**src/rtl/core/iee_pkg.sv**
```systemverilog
// ----------------------------------------------------------------------------
// Infix expression evaluator package
// Character codes, operator kinds and operand codes shared by the design.
// ----------------------------------------------------------------------------
package iee_pkg;

    typedef logic [7:0] t_char;
    typedef logic [2:0] t_kind;
    typedef logic [1:0] t_mulop;
    typedef logic [1:0] t_phase;

    localparam t_char CH_PLUS  = 8'h2B;
    localparam t_char CH_MINUS = 8'h2D;
    localparam t_char CH_STAR  = 8'h2A;
    localparam t_char CH_SLASH = 8'h2F;
    localparam t_char CH_ZERO  = 8'h30;
    localparam t_char CH_NINE  = 8'h39;
    localparam t_char CH_SPACE = 8'h20;
    localparam t_char CH_TAB   = 8'h09;
    localparam t_char CH_CR    = 8'h0D;

    // what the held character does once its factor or term is closed
    localparam t_kind K_OTHER = 3'd0;
    localparam t_kind K_ADD   = 3'd1;
    localparam t_kind K_SUB   = 3'd2;
    localparam t_kind K_MUL   = 3'd3;
    localparam t_kind K_DIV   = 3'd4;

    localparam t_mulop OP_NONE = 2'd0;
    localparam t_mulop OP_MUL  = 2'd1;
    localparam t_mulop OP_DIV  = 2'd2;

    localparam t_phase PH_SKIP   = 2'd0;
    localparam t_phase PH_DIGITS = 2'd1;
    localparam t_phase PH_DONE   = 2'd2;

    localparam int unsigned OUT_WIDTH = 32;

endpackage

```
**src/rtl/core/iee_if.sv**
```systemverilog
// ----------------------------------------------------------------------------
// Infix expression evaluator channels
// Valid/ready channels for expression characters and evaluation results.
// ----------------------------------------------------------------------------
interface iee_in_if;
    logic       valid;
    logic       ready;
    logic [7:0] character;
    logic       final_char;

    modport source (output valid, output character, output final_char, input ready);
    modport sink   (input valid, input character, input final_char, output ready);
endinterface

interface iee_out_if;
    logic               valid;
    logic               ready;
    logic signed [31:0] value;
    logic               divide_by_zero;

    modport source (output valid, output value, output divide_by_zero, input ready);
    modport sink   (input valid, input value, input divide_by_zero, output ready);
endinterface

```
**src/rtl/core/infix_expression_evaluator.sv**
```systemverilog
// ----------------------------------------------------------------------------
// Infix expression evaluator
// Streams a parenthesis-free + - * / expression and returns its value.
// ----------------------------------------------------------------------------
// Characters arrive one per transfer; final_char marks the last one, and one
// result transfer follows it. A digit, whitespace or any other non-operator
// byte is taken in S_IDLE. An operator closes the open factor through S_FACTOR
// and S_APPLY, with a shift-add multiplication (S_MUL) or a restoring divide
// with sign fix-up (S_DNEGA, S_DNEGB, S_DIV, S_DFIX) between the two when the
// factor closes one; both run one bit per cycle through the single shared
// adder, and a zero divisor skips the divide. The final character closes the
// expression with the same sequence, run twice when it is itself an operator.
// Results wider than 32 bits are truncated, narrower ones sign-extended. The
// result is held in an output register, so the next expression may start
// while it waits.
// ----------------------------------------------------------------------------
module infix_expression_evaluator
    import iee_pkg::*;
#(
    parameter int WORD_WIDTH = 32
) (
    input  logic      i_clk,
    input  logic      i_rst_n,
    iee_in_if.sink    i_in,
    iee_out_if.source o_out
);

    localparam int W  = WORD_WIDTH;
    localparam int CW = $clog2(W + 1);

    localparam logic [2:0] S_IDLE   = 3'd0;
    localparam logic [2:0] S_FACTOR = 3'd1;
    localparam logic [2:0] S_MUL    = 3'd2;
    localparam logic [2:0] S_DNEGA  = 3'd3;
    localparam logic [2:0] S_DNEGB  = 3'd4;
    localparam logic [2:0] S_DIV    = 3'd5;
    localparam logic [2:0] S_DFIX   = 3'd6;
    localparam logic [2:0] S_APPLY  = 3'd7;

    logic [2:0]    r_state;
    logic [W-1:0]  r_sum;
    logic          r_addneg;
    logic [W-1:0]  r_term;
    t_mulop        r_mulop;
    logic [W-1:0]  r_operand;
    t_phase        r_phase;
    logic          r_dz;
    t_kind         r_kind;
    logic          r_close;
    logic          r_final;
    logic          r_qneg;
    logic [CW-1:0] r_cnt;
    logic [W-1:0]  r_opa;   // multiplier, then dividend / quotient
    logic [W-1:0]  r_opb;   // multiplicand, then divisor magnitude
    logic [W-1:0]  r_rem;
    logic          r_out_valid;
    logic [31:0]   r_out_value;
    logic          r_out_dz;

    // shared adder
    logic [W:0]   add_a;
    logic [W:0]   add_b;
    logic         add_sub;
    logic [W+1:0] add_res;

    logic         in_xfer;
    logic         out_free;
    t_char        ch;
    t_kind        in_kind;
    logic         is_digit;
    logic         is_ws;
    logic [W-1:0] digit_next;
    logic [W:0]   div_shift;
    logic [31:0]  sum_ext;

    assign in_xfer  = i_in.valid && i_in.ready;
    assign out_free = !r_out_valid || o_out.ready;
    assign ch       = i_in.character;

    always_comb begin
        case (ch)
            CH_PLUS:  in_kind = K_ADD;
            CH_MINUS: in_kind = K_SUB;
            CH_STAR:  in_kind = K_MUL;
            CH_SLASH: in_kind = K_DIV;
            default:  in_kind = K_OTHER;
        endcase
    end

    assign is_digit   = (ch inside {[CH_ZERO:CH_NINE]});
    assign is_ws      = (ch == CH_SPACE) || (ch inside {[CH_TAB:CH_CR]});
    assign digit_next = (r_operand << 3) + (r_operand << 1)
                        + {{(W-4){1'b0}}, ch[3:0]};
    assign div_shift  = {r_rem, r_opa[W-1]};

    always_comb begin
        add_a   = '0;
        add_b   = '0;
        add_sub = 1'b0;
        case (r_state)
            S_MUL: begin
                add_a = {1'b0, r_term};
                add_b = r_opa[0] ? {1'b0, r_opb} : '0;
            end
            S_DNEGA: begin
                add_b   = {1'b0, r_term};
                add_sub = r_term[W-1];
            end
            S_DNEGB: begin
                add_b   = {1'b0, r_operand};
                add_sub = r_operand[W-1];
            end
            S_DIV: begin
                add_a   = div_shift;
                add_b   = {1'b0, r_opb};
                add_sub = 1'b1;
            end
            S_DFIX: begin
                add_b   = {1'b0, r_opa};
                add_sub = r_qneg;
            end
            S_APPLY: begin
                add_a   = {1'b0, r_sum};
                add_b   = {1'b0, r_term};
                add_sub = r_addneg;
            end
            default: begin
                add_a = '0;
            end
        endcase
    end

    assign add_res = {1'b0, add_a} + ({1'b0, add_b} ^ {(W+2){add_sub}})
                     + {{(W+1){1'b0}}, add_sub};

    generate
        if (W >= OUT_WIDTH) begin : g_trunc
            assign sum_ext = add_res[OUT_WIDTH-1:0];
        end else begin : g_sext
            assign sum_ext = {{(OUT_WIDTH-W){add_res[W-1]}}, add_res[W-1:0]};
        end
    endgenerate

    always_ff @(posedge i_clk) begin
        if (!i_rst_n) begin
            r_state     <= S_IDLE;
            r_sum       <= '0;
            r_addneg    <= 1'b0;
            r_term      <= '0;
            r_mulop     <= OP_NONE;
            r_operand   <= '0;
            r_phase     <= PH_SKIP;
            r_dz        <= 1'b0;
            r_kind      <= K_OTHER;
            r_close     <= 1'b0;
            r_final     <= 1'b0;
            r_qneg      <= 1'b0;
            r_cnt       <= '0;
            r_out_valid <= 1'b0;
        end else begin
            if (o_out.ready) begin
                r_out_valid <= 1'b0;
            end
            case (r_state)
                S_IDLE: begin
                    if (in_xfer) begin
                        r_kind  <= in_kind;
                        r_final <= i_in.final_char;
                        r_close <= (in_kind == K_ADD) || (in_kind == K_SUB)
                                   || (in_kind == K_OTHER);
                        if (in_kind == K_OTHER) begin
                            if (r_phase == PH_SKIP || r_phase == PH_DIGITS) begin
                                if (is_digit) begin
                                    r_operand <= digit_next;
                                    r_phase   <= PH_DIGITS;
                                end else if (!(is_ws && r_phase == PH_SKIP)) begin
                                    r_phase <= PH_DONE;
                                end
                            end
                            if (i_in.final_char) begin
                                r_state <= S_FACTOR;
                            end
                        end else begin
                            r_state <= S_FACTOR;
                        end
                    end
                end
                S_FACTOR: begin
                    case (r_mulop)
                        OP_MUL: begin
                            r_opa   <= r_operand;
                            r_opb   <= r_term;
                            r_term  <= '0;
                            r_cnt   <= CW'(W);
                            r_state <= S_MUL;
                        end
                        OP_DIV: begin
                            if (r_operand == '0) begin
                                r_term  <= '0;
                                r_dz    <= 1'b1;
                                r_state <= S_APPLY;
                            end else begin
                                r_qneg  <= r_term[W-1] ^ r_operand[W-1];
                                r_state <= S_DNEGA;
                            end
                        end
                        default: begin
                            r_term  <= r_operand;
                            r_state <= S_APPLY;
                        end
                    endcase
                end
                S_MUL: begin
                    r_term <= add_res[W-1:0];
                    r_opa  <= r_opa >> 1;
                    r_opb  <= r_opb << 1;
                    r_cnt  <= r_cnt - CW'(1);
                    if (r_cnt == CW'(1)) begin
                        r_state <= S_APPLY;
                    end
                end
                S_DNEGA: begin
                    r_opa   <= add_res[W-1:0];
                    r_state <= S_DNEGB;
                end
                S_DNEGB: begin
                    r_opb   <= add_res[W-1:0];
                    r_rem   <= '0;
                    r_cnt   <= CW'(W);
                    r_state <= S_DIV;
                end
                S_DIV: begin
                    // borrow clear: the divisor fits, take the difference
                    r_rem <= add_res[W+1] ? div_shift[W-1:0] : add_res[W-1:0];
                    r_opa <= {r_opa[W-2:0], !add_res[W+1]};
                    r_cnt <= r_cnt - CW'(1);
                    if (r_cnt == CW'(1)) begin
                        r_state <= S_DFIX;
                    end
                end
                S_DFIX: begin
                    r_term  <= add_res[W-1:0];
                    r_state <= S_APPLY;
                end
                S_APPLY: begin
                    if (r_final && r_kind == K_OTHER) begin
                        // closing term of the expression: hand out the sum
                        if (out_free) begin
                            r_out_valid <= 1'b1;
                            r_out_value <= sum_ext;
                            r_out_dz    <= r_dz;
                            r_sum       <= '0;
                            r_addneg    <= 1'b0;
                            r_term      <= '0;
                            r_mulop     <= OP_NONE;
                            r_operand   <= '0;
                            r_phase     <= PH_SKIP;
                            r_dz        <= 1'b0;
                            r_final     <= 1'b0;
                            r_state     <= S_IDLE;
                        end
                    end else begin
                        r_operand <= '0;
                        r_phase   <= PH_SKIP;
                        if (r_close) begin
                            r_sum   <= add_res[W-1:0];
                            r_term  <= '0;
                            r_mulop <= OP_NONE;
                        end
                        case (r_kind)
                            K_ADD:   r_addneg <= 1'b0;
                            K_SUB:   r_addneg <= 1'b1;
                            K_MUL:   r_mulop  <= OP_MUL;
                            K_DIV:   r_mulop  <= OP_DIV;
                            default: r_addneg <= r_addneg;
                        endcase
                        if (r_final) begin
                            // last character was an operator: close once more
                            r_kind  <= K_OTHER;
                            r_close <= 1'b1;
                            r_state <= S_FACTOR;
                        end else begin
                            r_state <= S_IDLE;
                        end
                    end
                end
                default: begin
                    r_state <= S_IDLE;
                end
            endcase
        end
    end

    assign i_in.ready           = (r_state == S_IDLE);
    assign o_out.valid          = r_out_valid;
    assign o_out.value          = r_out_value;
    assign o_out.divide_by_zero = r_out_dz;

endmodule
```
**src/flat_wrapper.sv**
```systemverilog
// flat-port wrapper written by rule: the top's interface ports become plain ports
module infix_expression_evaluator_flat import iee_pkg::*;
#(
    parameter int WORD_WIDTH = 32
)
  (i_clk, i_rst_n, i_in_valid, i_in_character, i_in_final_char, i_in_ready, o_out_valid, o_out_value, o_out_divide_by_zero, o_out_ready);
  iee_in_if i_in_i ();
  iee_out_if o_out_i ();
  input  logic i_clk;
  input  logic i_rst_n;
  input wire logic [$bits(i_in_i.valid)-1:0] i_in_valid;
  input wire logic [$bits(i_in_i.character)-1:0] i_in_character;
  input wire logic [$bits(i_in_i.final_char)-1:0] i_in_final_char;
  output wire logic [$bits(i_in_i.ready)-1:0] i_in_ready;
  output wire logic [$bits(o_out_i.valid)-1:0] o_out_valid;
  output wire logic [$bits(o_out_i.value)-1:0] o_out_value;
  output wire logic [$bits(o_out_i.divide_by_zero)-1:0] o_out_divide_by_zero;
  input wire logic [$bits(o_out_i.ready)-1:0] o_out_ready;
  assign i_in_i.valid = i_in_valid;
  assign i_in_i.character = i_in_character;
  assign i_in_i.final_char = i_in_final_char;
  assign i_in_ready = i_in_i.ready;
  assign o_out_valid = o_out_i.valid;
  assign o_out_value = o_out_i.value;
  assign o_out_divide_by_zero = o_out_i.divide_by_zero;
  assign o_out_i.ready = o_out_ready;
  infix_expression_evaluator #(.WORD_WIDTH(WORD_WIDTH)) u_core (.i_clk(i_clk), .i_rst_n(i_rst_n), .i_in(i_in_i), .o_out(o_out_i));
endmodule
```
**config.mk**
```make
export PLATFORM = sky130hd
export DESIGN_NAME = infix_expression_evaluator_flat
export DESIGN_NICKNAME = d
export VERILOG_FILES = /design/src/rtl/core/iee_pkg.sv /design/src/rtl/core/iee_if.sv /design/src/rtl/core/infix_expression_evaluator.sv /design/src/flat_wrapper.sv
export SDC_FILE = /design/constraint.sdc
export NUM_CORES = 1
export LEC_CHECK = 0
export ABC_CLOCK_PERIOD_IN_PS = 5800
export BUFFER_PORTS_ARGS = -buffer_cell sky130_fd_sc_hd__buf_2
export CORE_MARGIN = 4
export CORE_UTILIZATION = 41
export CTS_CLUSTER_DIAMETER = 60
export DETAILED_ROUTE_END_ITERATION = 8
export GPL_ROUTABILITY_DRIVEN = 0
export PLACE_DENSITY = 0.67
export RECOVER_POWER = 25
export SLEW_MARGIN = 20
export SYNTH_ARGS = -nofsm -noshare
export SYNTH_HDL_FRONTEND = slang
export SYNTH_SLANG_ARGS = --single-unit
```
**constraint.sdc**
```tcl
create_clock -name i_clk -period 5.8 [get_ports i_clk]
set_input_delay 0.58 -clock i_clk [delete_from_list [all_inputs] [get_ports i_clk]]
set_output_delay 0.58 -clock i_clk [all_outputs]
set_load 0.03 [all_outputs]
```
==> flow_summary.yaml <==
timing:
  relSlewSlack_pct: -15.1
  fin_worst_skew_ns: 0.0136
  finalCritPeriodShare_pct: 97.8
  setup_tns_ns: 0
  drv_slew: 18
  hold_viol_final: 0
  worstMarginPinSlew_ns: 1.72
  setup_violations: 0
  post-route-min-period_ns: 5.68
  fmax_ghz: 0.176
  rsz0062_at_grt: "false"
cells_and_area:
  n_antenna_cell: 0
  final_cells: 2324
  design_area_sq_mm: 0.0176
  nets: 1899
  fillers: 3619
  area_delta_synth_final_pct: 11.5
  drive_gt1_share_pct: 7.17
  utilization_pct: 46.6
synthesis:
  ys_async_sr_fraction_pct: 0
  synthCells: 1776
  yosys_register_bits: 247
  synth_area_sq_mm: 0.0158
  synth_edf_count: 129
  synth_commonest_cells: "nor2_1 (193), nand2_1 (178), edfxtp_1 (129)"
  ys.flop_type: "edfxtp_1"
  synthTopCellsByArea: "edfxtp_1 (25%), dfxtp_1 (15%), ha_1 (7.4%)"
  yosysWarnings: 0
  post_synth.cell_area_avg_sq_um: 8.90
  synth_top_area_share_pct: 24.5
  yosysSeqAreaShare_pct: 39.5
  yosysUniqueCellTypes: 72
  yosysMostFrequentCell: "nor2_1"
  yosysTopAreaCell: "edfxtp_1"
  syn_nets: 1886
min_path:
  holdPathStages: 3
  min_from: "i_in_character[0]"
  min_to: "u_core.r_operand[0]"
  hp-class: "in -> reg"
power_and_ir_drop:
  p_sw_share_pct: 44.0
  total_power_mw: 8.28
  internal-power_mw: 4.64
  power.switching_mw: 3.64
  ir_worst_vdd_mv: 0.251
  pwr-share-clk_pct: 23.1
  power_density_mw_per_mm2: 470
  leakagePower_nw: 6.71
  seqPwrFrac_pct: 31.1
  power_frac_comb_pct: 45.8
route:
  topRoutingLayerUsed: "met4"
  met2_length_um: 21900
  drtIter0Drc: 1806
  met1Wirelength_um: 21100
  drt_pass1_iterations: 6
  drc: 0
  via_per_inst: 6.17
  via_count: 14300
  wl_um: 48600
  wl_met3_um: 3990
  ant_nets: 0
  avgRoutedWirePerCell_um: 20.9
worst_setup_path:
  slowest_delay_ns: 1.73
  required_ns: 5.99
  rr_worst_depth: 18
  critPathMaxFanout: 28
  worstPathArrival_ns: 5.87
  startpoint: "i_rst_n"
  cp_cell_sequence: "clkbuf_1 -> clkinvlp_2 -> nor2_1 -> clkbuf_1"
  start_kind: "input pin"
  crit_family: "buffers and inverters"
  end_kind: "flip-flop"
  cp_slowest_cell: "nor2_1"
  crit_top_cell: "clkbuf_1"
  critical_path_class: "in -> reg"
  crit-reg2reg-launch: "u_core.r_state[1]"
  r2r_setup_slack_ns: 0.39
  rr_endpoint: "u_core.r_rem[29]"
  cp_num_buf_inv: 3
clocking:
  clk_latency_ns: 0.59
  cts_buffer_depth: 3
  clk_pin_slew_ns: 0.06
  cts_num_sinks: 247
  cts_root_buf: "clkbuf_16"
  cts_buffers: 31
  cts-htree-levels: 1
  holdBufCountCts: 0
  cts_tree: "yes"
placed_design:
  port_buffers: 47
  placed_cells: 2261
  dpl-instance-area_sq_mm: 0.0167
  dp_hpwl_um: 32500
die:
  die_y_um: 204
  coreArea_sq_mm: 0.0378
  rows: 71
  start_util_pct: 41.8
  die_w_um: 204
  die_area_sq_mm: 0.0417
  num_io_pins: 48
run_status:
  status: "complete, but fails checks"
  violations: "capacitance limit, slew limit"
grt:
  grt_antenna_before_repair: 0
  grt_pass1_vias: 13700
  grt.overflow.total: 0
  grt_max_degree: 85
  grt_pass1_wl_um: 76200
  grt_use_total_pct: 22.5
flow_run:
  max_cap_violations: 1
[flip-flops by register name (all words and copies together), names as in the netlist]
register and flops:
u_core.r_qneg 1, u_core.r_sum 32, u_core.r_rem 32, u_core.r_cnt 6
u_core.r_opb 32, u_core.o_out.value 32, u_core.r_operand 32, u_core.r_addneg 1
u_core.r_phase 2, u_core.r_close 1, u_core.o_out.valid 1, u_core.r_term 32
u_core.r_state 3, u_core.r_mulop 2, u_core.o_out.divide_by_zero 1, u_core.r_final 1
u_core.r_dz 1, u_core.r_opa 32, u_core.r_kind 3
[through the flow]
step                      hold WS [ns]  setup slack (ns)
after floorplan                  0.402             0.764
after global placement           0.449             0.530
after detailed placement         0.454             0.407
after CTS                        0.319             0.335
after global routing             0.356            0.0661
final                            0.342             0.125
[per-layer routing]
layer  vias to the layer above  GRT usage [%]
met3                       108           3.38
met5                         -              0
li1                       6669              -
met2                       660           35.8
met1                      6896           31.0
met4                         0           8.38
[power by group through the flow]
stage          Combinational (mW)  Clock (mW)  Sequential, mW
6_report                     3.79        1.92            2.57
5_1_grt                      4.10        2.02            2.60
4_1_cts                      3.70        1.94            2.56
3_5_place_dp                 3.68           0            2.59
3_3_place_gp                 3.60           0            2.59
2_1_floorplan                2.64           0            2.49
[repair_timing]
item	4_1_cts	5_1_grt
endpoints found under the setup margin	0	25
gates resized for setup	0	1
setup buffers	0	4
[layout by cell type (no fill, tap or decap), types with 20 or more instances in the layout]
cell / n
dfxtp_1: 117
xnor2_1: 71
a21oi_1: 120
nor3_1: 45
edfxtp_1: 129
clkbuf_1: 45
ha_1: 94
mux2i_1: 56
nor2_1: 186
buf_4: 41
o21ai_0: 125
xor2_1: 21
nand2_1: 178
a22oi_1: 106
a221oi_1: 57
nand3_1: 43
clkbuf_16: 31
inv_1: 26
nor2b_1: 20
a21o_1: 36
[cell families (layout without fill, tap and decap cells)]
logic type / after synthesis / after routing / synth area share [%]
flops: 247 / 247 / 39.5
buf+inv: 142 / 178 / 3.62
fa+ha+maj: 97 / 97 / 7.82
simple gates: 564 / 564 / 16.0
compound gates: 576 / 576 / 24.2
xor+xnor: 93 / 94 / 5.27
mux: 57 / 57 / 3.62
[final cells by class]
type | count | area [sq um] | share of cell area [%]
Sequential cell | 247 | 6240 | 35.4
Multi-Input combinational cell | 1388 | 9090 | 51.6
Clock buffer | 40 | 820 | 4.65
Inverter | 29 | 110 | 0.625
Tap cell | 511 | 639 | 3.63
Clock inverter | 17 | 178 | 1.01
Timing Repair Buffer | 92 | 547 | 3.10
[worst max path at each step]
| stage | end | depth (start not counted) | slack [ns] |
|---|---|---|---|
| floorplan | u_core.r_rem[0] | 19 | 0.76 |
| global placement | u_core.r_rem[5] | 18 | 0.53 |
| detailed placement | u_core.r_rem[22] | 18 | 0.41 |
| CTS | u_core.r_rem[22] | 19 | 0.34 |
| global route | u_core.r_rem[28] | 4 | 0.07 |
| finish | u_core.r_rem[28] | 4 | 0.12 |
[worst reg2reg max path, cell delays in order (launching register included)]
cell       delay (ns)
dfxtp_4          0.61
inv_2            0.17
nand2_1          0.09
buf_4            0.16
nand2_1          0.31
a221oi_1         0.44
xnor2_1          0.17
ha_1             0.30
a21o_1           0.22
a221o_1          0.32
nor3_1           0.15
and3_1           0.20
nor3_2           0.08
a2111oi_4        0.57
o21ai_2          0.26
and4_1           0.27
nor3_2           0.62
mux2i_1          0.20
nor2_1           0.12
Note: power is estimated with default switching activity, not from simulation.
